`config.mk`:
```
export PLATFORM = sky130hd
export DESIGN_NAME = hypercube_probe_enumerator_unit
export DESIGN_NICKNAME = d
export VERILOG_FILES = /design/src/hpe_pkg.sv /design/src/hpe_ctrl.sv /design/src/hpe_dpath.sv /design/src/hypercube_probe_enumerator_unit.sv
export SDC_FILE = /design/constraint.sdc
export NUM_CORES = 1
export LEC_CHECK = 0
export ABC_AREA = 1
export BUFFER_PORTS_ARGS = -buffer_cell sky130_fd_sc_hd__buf_2
export CAP_MARGIN = 20
export CORE_MARGIN = 2
export CORE_UTILIZATION = 41
export CTS_CLUSTER_DIAMETER = 120
export DETAILED_ROUTE_END_ITERATION = 8
export PLACE_DENSITY = 0.63
export RECOVER_POWER = 50
export REMOVE_ABC_BUFFERS = 1
export SYNTH_ARGS = -nofsm -noshare
export SYNTH_HDL_FRONTEND = slang
export SYNTH_SLANG_ARGS = --single-unit
```
`constraint.sdc`:
```
create_clock -name clk -period 6.75 [get_ports clk]
set_input_delay 0.3375 -clock clk [delete_from_list [all_inputs] [get_ports clk]]
set_output_delay 0.3375 -clock clk [all_outputs]
set_load 0.05 [all_outputs]
```
`src/hpe_pkg.sv`:
```
// ----------------------------------------------------------------------------
// hpe_pkg
// Shared widths, register indexes and the control/status bundles for the
// hypercube probe enumerator.
// ----------------------------------------------------------------------------
`default_nettype none

package hpe_pkg;

  // Cube size and probe budget.
  localparam int MAX_BITS   = 16;
  localparam int MAX_PROBES = 64;

  // Field widths.
  localparam int BUCKET_W   = 16;
  localparam int FLIP_W     = 5;
  localparam int K_W        = 5;
  localparam int LIMIT_W    = 7;
  localparam int CFG_IDX_W  = 2;
  localparam int CFG_DATA_W = 7;

  // Internal widths derived from the sizes above.
  localparam int POS_W = $clog2(MAX_BITS);
  localparam int SUM_W = $clog2(MAX_BITS) + 2;
  localparam int CNT_W = $clog2(MAX_PROBES + 1);

  // Register reset values.
  localparam logic [K_W-1:0]     K_RESET     = K_W'(8);
  localparam logic [LIMIT_W-1:0] LIMIT_RESET = LIMIT_W'(8);

  // Configuration register indexes.
  typedef logic [CFG_IDX_W-1:0] cfg_idx_t;
  localparam cfg_idx_t CFG_BUCKET_BITS = cfg_idx_t'(0);
  localparam cfg_idx_t CFG_PROBE_LIMIT = cfg_idx_t'(1);

  // Commands from the controller to the datapath.
  typedef struct packed {
    logic load;
    logic emit;
  } cmd_t;

  // Status from the datapath to the controller.
  typedef struct packed {
    logic last;
    logic slot_free;
  } status_t;

endpackage

`default_nettype wire

```
`src/hpe_ctrl.sv`:
```
// ----------------------------------------------------------------------------
// hpe_ctrl
// Controller: waits for a query item, then steps the datapath one probe per
// free output slot until the final probe of the query has been issued.
// ----------------------------------------------------------------------------
`default_nettype none

module hpe_ctrl (
  input  wire logic            clk,
  input  wire logic            rst,
  input  wire logic            in_valid,
  output logic                 in_ready,
  output hpe_pkg::cmd_t        cmd,
  input  wire hpe_pkg::status_t status
);

  typedef enum logic [0:0] {
    ST_IDLE,
    ST_RUN
  } state_t;

  state_t state;
  state_t state_next;

  // Command decode.
  always_comb begin
    cmd.load = in_valid && in_ready;
    cmd.emit = (state == ST_RUN) && status.slot_free;
  end

  // Next state.
  always_comb begin
    state_next = state;
    unique case (state)
      ST_IDLE: begin
        if (in_valid && in_ready) begin
          state_next = ST_RUN;
        end
      end
      ST_RUN: begin
        if (cmd.emit && status.last) begin
          state_next = ST_IDLE;
        end
      end
      default: begin
        state_next = ST_IDLE;
      end
    endcase
  end

  // State and registered ready.
  always_ff @(posedge clk) begin
    if (rst) begin
      state    <= ST_IDLE;
      in_ready <= 1'b1;
    end else begin
      state    <= state_next;
      in_ready <= (state_next == ST_IDLE);
    end
  end

`ifndef NO_ASSERTIONS
  // Issuing the final probe frees the input for the next query.
  a_last_frees_input: assert property (@(posedge clk) disable iff (rst)
    cmd.emit && status.last |=> in_ready)
    else $error("input not ready after final probe");

  // No probe is issued while a new query can be taken.
  a_no_emit_when_ready: assert property (@(posedge clk) disable iff (rst)
    in_ready |-> !cmd.emit)
    else $error("probe issued while idle");
`endif

endmodule

`default_nettype wire

```
`src/hpe_dpath.sv`:
```
// ----------------------------------------------------------------------------
// hpe_dpath
// Datapath: configuration registers, the current flip-position set, the probe
// counter and the output register. Each emit steps the position set to the
// next combination in lexicographic order, or to the first set of the next
// distance.
// ----------------------------------------------------------------------------
`default_nettype none

module hpe_dpath (
  input  wire logic                            clk,
  input  wire logic                            rst,
  input  wire logic                            cfg_valid,
  input  wire logic [hpe_pkg::CFG_IDX_W-1:0]   cfg_index,
  input  wire logic [hpe_pkg::CFG_DATA_W-1:0]  cfg_data,
  input  wire logic [hpe_pkg::BUCKET_W-1:0]    base_bucket,
  output logic                                 out_valid,
  input  wire logic                            out_ready,
  output logic [hpe_pkg::BUCKET_W-1:0]         probe_bucket,
  output logic [hpe_pkg::FLIP_W-1:0]           flip_count,
  output logic                                 last_probe,
  input  wire hpe_pkg::cmd_t                   cmd,
  output hpe_pkg::status_t                     status
);

  // Configuration registers.
  logic [hpe_pkg::K_W-1:0]     bucket_bits;
  logic [hpe_pkg::LIMIT_W-1:0] probe_limit;

  // Per-query state.
  logic [hpe_pkg::BUCKET_W-1:0] base;
  logic [hpe_pkg::K_W-1:0]      k;
  logic [hpe_pkg::CNT_W-1:0]    total;
  logic [hpe_pkg::CNT_W-1:0]    count;
  logic [hpe_pkg::FLIP_W-1:0]   d;
  logic [hpe_pkg::POS_W-1:0]    pos [hpe_pkg::MAX_BITS];

  // Next values and load-time values.
  logic [hpe_pkg::FLIP_W-1:0]   d_next;
  logic [hpe_pkg::POS_W-1:0]    pos_next [hpe_pkg::MAX_BITS];
  logic [hpe_pkg::K_W-1:0]      k_sat;
  logic [hpe_pkg::CNT_W-1:0]    limit_sat;
  logic [hpe_pkg::CNT_W-1:0]    total_load;
  logic [hpe_pkg::BUCKET_W-1:0] base_mask;
  logic [hpe_pkg::MAX_BITS-1:0] flip_mask;

  // Clamp the registers into range and size the query.
  always_comb begin
    logic [hpe_pkg::CNT_W-1:0] cube;
    k_sat = bucket_bits;
    if (bucket_bits == '0) begin
      k_sat = hpe_pkg::K_W'(1);
    end else if (bucket_bits > hpe_pkg::K_W'(hpe_pkg::MAX_BITS)) begin
      k_sat = hpe_pkg::K_W'(hpe_pkg::MAX_BITS);
    end
    limit_sat = hpe_pkg::CNT_W'(probe_limit);
    if (probe_limit == '0) begin
      limit_sat = hpe_pkg::CNT_W'(1);
    end else if (probe_limit > hpe_pkg::LIMIT_W'(hpe_pkg::MAX_PROBES)) begin
      limit_sat = hpe_pkg::CNT_W'(hpe_pkg::MAX_PROBES);
    end
    // A cube smaller than the budget caps the probe count.
    cube       = hpe_pkg::CNT_W'(1) << k_sat;
    total_load = limit_sat;
    if (k_sat < hpe_pkg::K_W'(hpe_pkg::CNT_W) && cube < limit_sat) begin
      total_load = cube;
    end
    base_mask = ~({hpe_pkg::BUCKET_W{1'b1}} << k_sat);
  end

  // Bit mask of the current flip-position set.
  always_comb begin
    flip_mask = '0;
    for (int i = 0; i < hpe_pkg::MAX_BITS; i++) begin
      if (hpe_pkg::SUM_W'(i) < hpe_pkg::SUM_W'(d)) begin
        flip_mask[pos[i]] = 1'b1;
      end
    end
  end

  // Step to the next combination. An entry is packed when it already sits
  // at its highest possible place; the packed entries form a suffix, and the
  // entry just below that suffix is the one to advance.
  always_comb begin
    logic [hpe_pkg::MAX_BITS:0]   packed_q;
    logic [hpe_pkg::MAX_BITS-1:0] j_hot;
    logic [hpe_pkg::POS_W-1:0]    j_idx;
    logic [hpe_pkg::POS_W-1:0]    pos_j;
    logic                         any_j;
    for (int i = 0; i < hpe_pkg::MAX_BITS; i++) begin
      if (hpe_pkg::SUM_W'(i) >= hpe_pkg::SUM_W'(d)) begin
        packed_q[i] = 1'b1;
      end else begin
        packed_q[i] = (hpe_pkg::SUM_W'(pos[i]) + hpe_pkg::SUM_W'(d)) >=
                      (hpe_pkg::SUM_W'(k) + hpe_pkg::SUM_W'(i));
      end
    end
    packed_q[hpe_pkg::MAX_BITS] = 1'b1;
    j_idx = '0;
    pos_j = '0;
    for (int i = 0; i < hpe_pkg::MAX_BITS; i++) begin
      j_hot[i] = !packed_q[i] && packed_q[i+1];
      if (j_hot[i]) begin
        j_idx = j_idx | hpe_pkg::POS_W'(i);
        pos_j = pos_j | pos[i];
      end
    end
    any_j = |j_hot;
    for (int i = 0; i < hpe_pkg::MAX_BITS; i++) begin
      if (!any_j) begin
        pos_next[i] = hpe_pkg::POS_W'(i);
      end else if (hpe_pkg::SUM_W'(i) < hpe_pkg::SUM_W'(j_idx)) begin
        pos_next[i] = pos[i];
      end else begin
        pos_next[i] = hpe_pkg::POS_W'(hpe_pkg::SUM_W'(pos_j) + hpe_pkg::SUM_W'(1) +
                                      hpe_pkg::SUM_W'(i) - hpe_pkg::SUM_W'(j_idx));
      end
    end
    d_next = any_j ? d : d + hpe_pkg::FLIP_W'(1);
  end

  // Status toward the controller.
  always_comb begin
    status.last      = (count + hpe_pkg::CNT_W'(1)) == total;
    status.slot_free = !out_valid || out_ready;
  end

  // Control registers: configuration, counter and output valid.
  always_ff @(posedge clk) begin
    if (rst) begin
      bucket_bits <= hpe_pkg::K_RESET;
      probe_limit <= hpe_pkg::LIMIT_RESET;
      count       <= '0;
      total       <= hpe_pkg::CNT_W'(1);
      out_valid   <= 1'b0;
    end else begin
      if (cfg_valid) begin
        unique case (cfg_index)
          hpe_pkg::CFG_BUCKET_BITS: bucket_bits <= cfg_data[hpe_pkg::K_W-1:0];
          hpe_pkg::CFG_PROBE_LIMIT: probe_limit <= cfg_data[hpe_pkg::LIMIT_W-1:0];
          default: begin
          end
        endcase
      end
      if (cmd.load) begin
        count <= '0;
        total <= total_load;
      end else if (cmd.emit) begin
        count <= count + hpe_pkg::CNT_W'(1);
      end
      if (cmd.emit) begin
        out_valid <= 1'b1;
      end else if (out_ready) begin
        out_valid <= 1'b0;
      end
    end
  end

  // Payload registers: query, position set and output item.
  always_ff @(posedge clk) begin
    if (cmd.load) begin
      base <= base_bucket & base_mask;
      k    <= k_sat;
      d    <= '0;
      for (int i = 0; i < hpe_pkg::MAX_BITS; i++) begin
        pos[i] <= hpe_pkg::POS_W'(i);
      end
    end else if (cmd.emit) begin
      d <= d_next;
      for (int i = 0; i < hpe_pkg::MAX_BITS; i++) begin
        pos[i] <= pos_next[i];
      end
    end
    if (cmd.emit) begin
      probe_bucket <= base ^ hpe_pkg::BUCKET_W'(flip_mask);
      flip_count   <= d;
      last_probe   <= status.last;
    end
  end

`ifndef NO_ASSERTIONS
  // The probe counter never passes the query's total.
  a_count_bound: assert property (@(posedge clk) disable iff (rst)
    count <= total)
    else $error("probe count beyond total");

  // Every issued probe flips exactly as many bits as its distance.
  a_flip_weight: assert property (@(posedge clk) disable iff (rst)
    cmd.emit |-> $countones(flip_mask) == int'(d))
    else $error("flip mask weight differs from distance");

  // The final probe of a query leaves the counter at the total.
  a_last_count: assert property (@(posedge clk) disable iff (rst)
    cmd.emit && status.last |=> count == total && last_probe)
    else $error("final probe did not close the query");
`endif

endmodule

`default_nettype wire

```
`src/hypercube_probe_enumerator_unit.sv`:
```
// ----------------------------------------------------------------------------
// hypercube_probe_enumerator_unit
// Lists the hypercube buckets to probe for one query bucket: the bucket
// itself, then the buckets at Hamming distance 1, 2 and so on, up to the probe limit.
//
//   channel  direction  handshake              payload
//   in       input      in_valid / in_ready    base_bucket
//   out      output     out_valid / out_ready  probe_bucket, flip_count,
//                                              last_probe
//   cfg      input      cfg_valid / cfg_ready  cfg_index, cfg_data
//
// A query is loaded when taken, then yields one probe per cycle while output
// is not stalled, min(probe_limit, 2^bucket_bits) probes in all (limit clamped
// to 1..64, bits to 1..16), paced by the single combination-step unit.
// The next query item is taken the cycle after its predecessor's final probe
// enters the output register. Output stalls hold the stepping in place.
// Reset is synchronous and returns both registers to 8; cfg is always ready.
// ----------------------------------------------------------------------------
`default_nettype none

module hypercube_probe_enumerator_unit (
  input  wire logic                            clk,
  input  wire logic                            rst,
  input  wire logic                            in_valid,
  output logic                                 in_ready,
  input  wire logic [hpe_pkg::BUCKET_W-1:0]    base_bucket,
  output logic                                 out_valid,
  input  wire logic                            out_ready,
  output logic [hpe_pkg::BUCKET_W-1:0]         probe_bucket,
  output logic [hpe_pkg::FLIP_W-1:0]           flip_count,
  output logic                                 last_probe,
  input  wire logic                            cfg_valid,
  output logic                                 cfg_ready,
  input  wire logic [hpe_pkg::CFG_IDX_W-1:0]   cfg_index,
  input  wire logic [hpe_pkg::CFG_DATA_W-1:0]  cfg_data
);

  hpe_pkg::cmd_t    cmd;
  hpe_pkg::status_t status;

  // Register writes are taken in any cycle.
  assign cfg_ready = 1'b1;

  // Sequencing.
  hpe_ctrl u_ctrl (
    .clk      (clk),
    .rst      (rst),
    .in_valid (in_valid),
    .in_ready (in_ready),
    .cmd      (cmd),
    .status   (status)
  );

  // Enumeration and output register.
  hpe_dpath u_dpath (
    .clk          (clk),
    .rst          (rst),
    .cfg_valid    (cfg_valid),
    .cfg_index    (cfg_index),
    .cfg_data     (cfg_data),
    .base_bucket  (base_bucket),
    .out_valid    (out_valid),
    .out_ready    (out_ready),
    .probe_bucket (probe_bucket),
    .flip_count   (flip_count),
    .last_probe   (last_probe),
    .cmd          (cmd),
    .status       (status)
  );

endmodule

`default_nettype wire

```
==> impl_metrics.ini <==
[status]
outcome = finished, violations left
violations = capacitance limit, slew limit

[synth]
syn_inst = 2182
seq_area_frac_synth_pct = 25.1
synth_edf_count = 107
yosys_most_used_dff = edfxtp_1
yosys-top-cells-area = edfxtp_1 (21%), ha_1 (16%), nand2_1 (10%)
yosys.area.top_type = edfxtp_1
syn_area_mm2 = 0.0155
yosys.area.top_type_share_pct = 20.7
ys_warn_count = 0
avgSynthCellArea_um2 = 7.10
synthArstFlopShare_pct = 0
synth.distinct_cells = 62
ys_seq_elements = 141

[sta]
finalHoldViolCount = 0
fin_tns_setup_ps = 0
skew_ps = 12.9
max_freq_mhz = 158
worstMarginPinSlew_ps = 2070
fin_crit_ps = 6320
slew_viol_final = 69
slew_headroom_pct = -38.1
finalSetupViolCount = 0
grt_setup_unrepaired = no
timing.hold.ws_ps = 81.9
period_share_pct = 93.6

[drt]
drt_iter0_markers = 1806
wirelength_um = 67600
dr.pass1.iters = 8
drc_errors = 0
vias = 15900
avgViaCountPerCell = 5.71
wl_per_cell_um = 24.2
ant_nets = 0

[setup_path]
crit_fanout = 31
max_stage_delay_ps = 1280
arrival_ps = 6500
worstSetupEndpointType = flop
crit_path_start_kind = flop
cp.required_ps = 6930
crit_type = reg2reg
cp_slowest_cell = nor2_1
path_cells = buf_4 -> nor2_1 -> nand2_2 -> nor2_1 -> nor2_1 -> nand2_1 -> nor2_2 -> nand3_1 -> nand2_1 -> inv_1 -> nand2_1 -> nor2_2 -> nand3_1 -> ha_1 -> xor2_1 -> inv_1 -> ha_1 -> inv_1 -> ha_1 -> a21oi_1 -> nand3_1 -> nand2_1 -> nor2_1

[grt]
grt_use_total_pct = 34.7
grt_max_degree = 34
gr-total-overflow = 0
grt_pass1_wl_um = 98000
antenna_found_initial = 5
grt_pass1_vias = 15100

[clocking]
cts_root_buf = clkbuf_16
clock_sinks = 141
cts_resized = 0
cts_tree = yes
cts_setup_buffers = 0
h-tree-depth = 4
cts_hold_buf = 0
numCtsBuffers = 17
insertion_delay_ps = 440
clock_path_buffers = 2
clkTransAtPathRegs_ps = 60

[floorplan]
rows = 71
core_area_mm2 = 0.0374
die_h_um = 198
io_pins = 55
dieWidth_um = 198
initial_core_util_pct = 41.4
die-area_mm2 = 0.0394

[power_and_ir_drop]
ir_drop_mv = 0.334
p_per_area_mw_per_mm2 = 386
cellLeakagePower_nw = 8.51
power.total_w = 0.00658

[placement]
portBuffers = 53
dp_hpwl_um = 56100
gp_congestion = 1.07

[job]
maxCapViolCount = 3

[final_layout]
finalNetCount = 2516
syn2layout_area_growth_pct = 10.0
fillCellCount = 3903
final_util_pct = 45.6
drive_gt1_share_pct = 6.90

[min_path]
hold_path_class = in2reg
[power breakdown]
group	switching (W)	internal [W]
Clock	0.000390	0.000504
Sequential	0.000396	0.00117
Combinational	0.00273	0.00138
[state kept, by name (all words and copies together), names as in the netlist]
signal / cells
u_ctrl.in_ready: 1
u_ctrl.state: 1
u_dpath.base: 16
u_dpath.bucket_bits: 5
u_dpath.count: 7
u_dpath.d: 5
u_dpath.flip_count: 5
u_dpath.k: 5
u_dpath.last_probe: 1
u_dpath.out_valid: 1
u_dpath.pos: 64
u_dpath.probe_bucket: 16
u_dpath.probe_limit: 7
u_dpath.total: 7
[critical path: cells and delay by family (launching register included)]
family                   cells  cell delay (ps)
AO/OA/AOI/OAI                1              220
XOR/XNOR                     1              390
flip-flops                   1              400
AND/OR/NAND/NOR             14             3320
adder cells (fa/ha/maj)      3             1070
buffers and inverters        4              640
[cell usage after synthesis (12+ instances only)]
master	n
a21oi_1	123
clkbuf_1	14
dfxtp_1	34
edfxtp_1	107
fa_1	21
ha_1	202
inv_1	372
nand2_1	427
nand2_2	14
nand3_1	197
nand4_1	13
nor2_1	251
nor2_2	15
nor3_1	33
o21ai_0	84
o22ai_1	23
xnor2_1	12
xor2_1	69
[worst paths after layout]
| path | startpoint | end | slack [ps] | depth (start not counted) |
|---|---|---|---|---|
| worst max register to register | u_dpath.d[4] | u_dpath.pos[2][7] | 430 | 23 |
| worst max-delay path | u_dpath.d[4] | u_dpath.pos[2][7] | 430 | 23 |
| worst min register to register | u_ctrl.state | u_dpath.out_valid | 480 | 2 |
| worst min-delay path | base_bucket[0] | u_dpath.base[0] | 80 | 1 |
[cells in the final DEF (no fill, tap or decap), types with 12 or more instances in the layout]
cell	instances
a21oi_1	123
ha_1	202
o21ai_0	84
o22ai_1	23
nand3_1	197
xor2_1	69
edfxtp_1	107
clkbuf_16	17
buf_4	25
nand4_1	13
clkbuf_1	30
nor2_1	252
nor2_2	15
inv_1	372
nand2_2	14
fa_1	21
xnor2_1	12
nand2_1	427
dfxtp_1	34
nor3_1	33
buf_2	27
[cell type report]
type | instances | area, um2 | area share (%)
diodes | 3 | 7.51 | 0.0440
clock buffers | 17 | 425 | 2.49
inverters | 386 | 1450 | 8.51
flip-flops and latches | 141 | 3890 | 22.8
multi-input cells | 1633 | 10000 | 58.9
well taps | 511 | 639 | 3.75
clock inverters | 15 | 123 | 0.719
repair buffers | 84 | 475 | 2.79
[metal layers]
layer	routed length, um	up-vias	global-route usage (%)
met1	28400	7486	45.2
met4	3720	6	17.7
met3	6210	182	8.14
met5	44	-	0
li1	-	7450	-
met2	29300	800	53.8
[stage by stage]
step	area [um2]	std cells	setup slack (ps)
finish	17100	2790	429
global route	17000	2787	200
CTS	17100	2787	816
detailed placement	16600	2755	839
global placement	16600	2754	860
floorplan	15400	2160	709
[kinds of logic after synthesis]
group,share of synthesized area (%)
compound gates,12.8
xor+xnor,4.58
fa+ha+maj,19.0
buf+inv,10.0
flops,25.1
other cells,0.0242
simple gates,28.4
(Power assumes the default switching activity.)
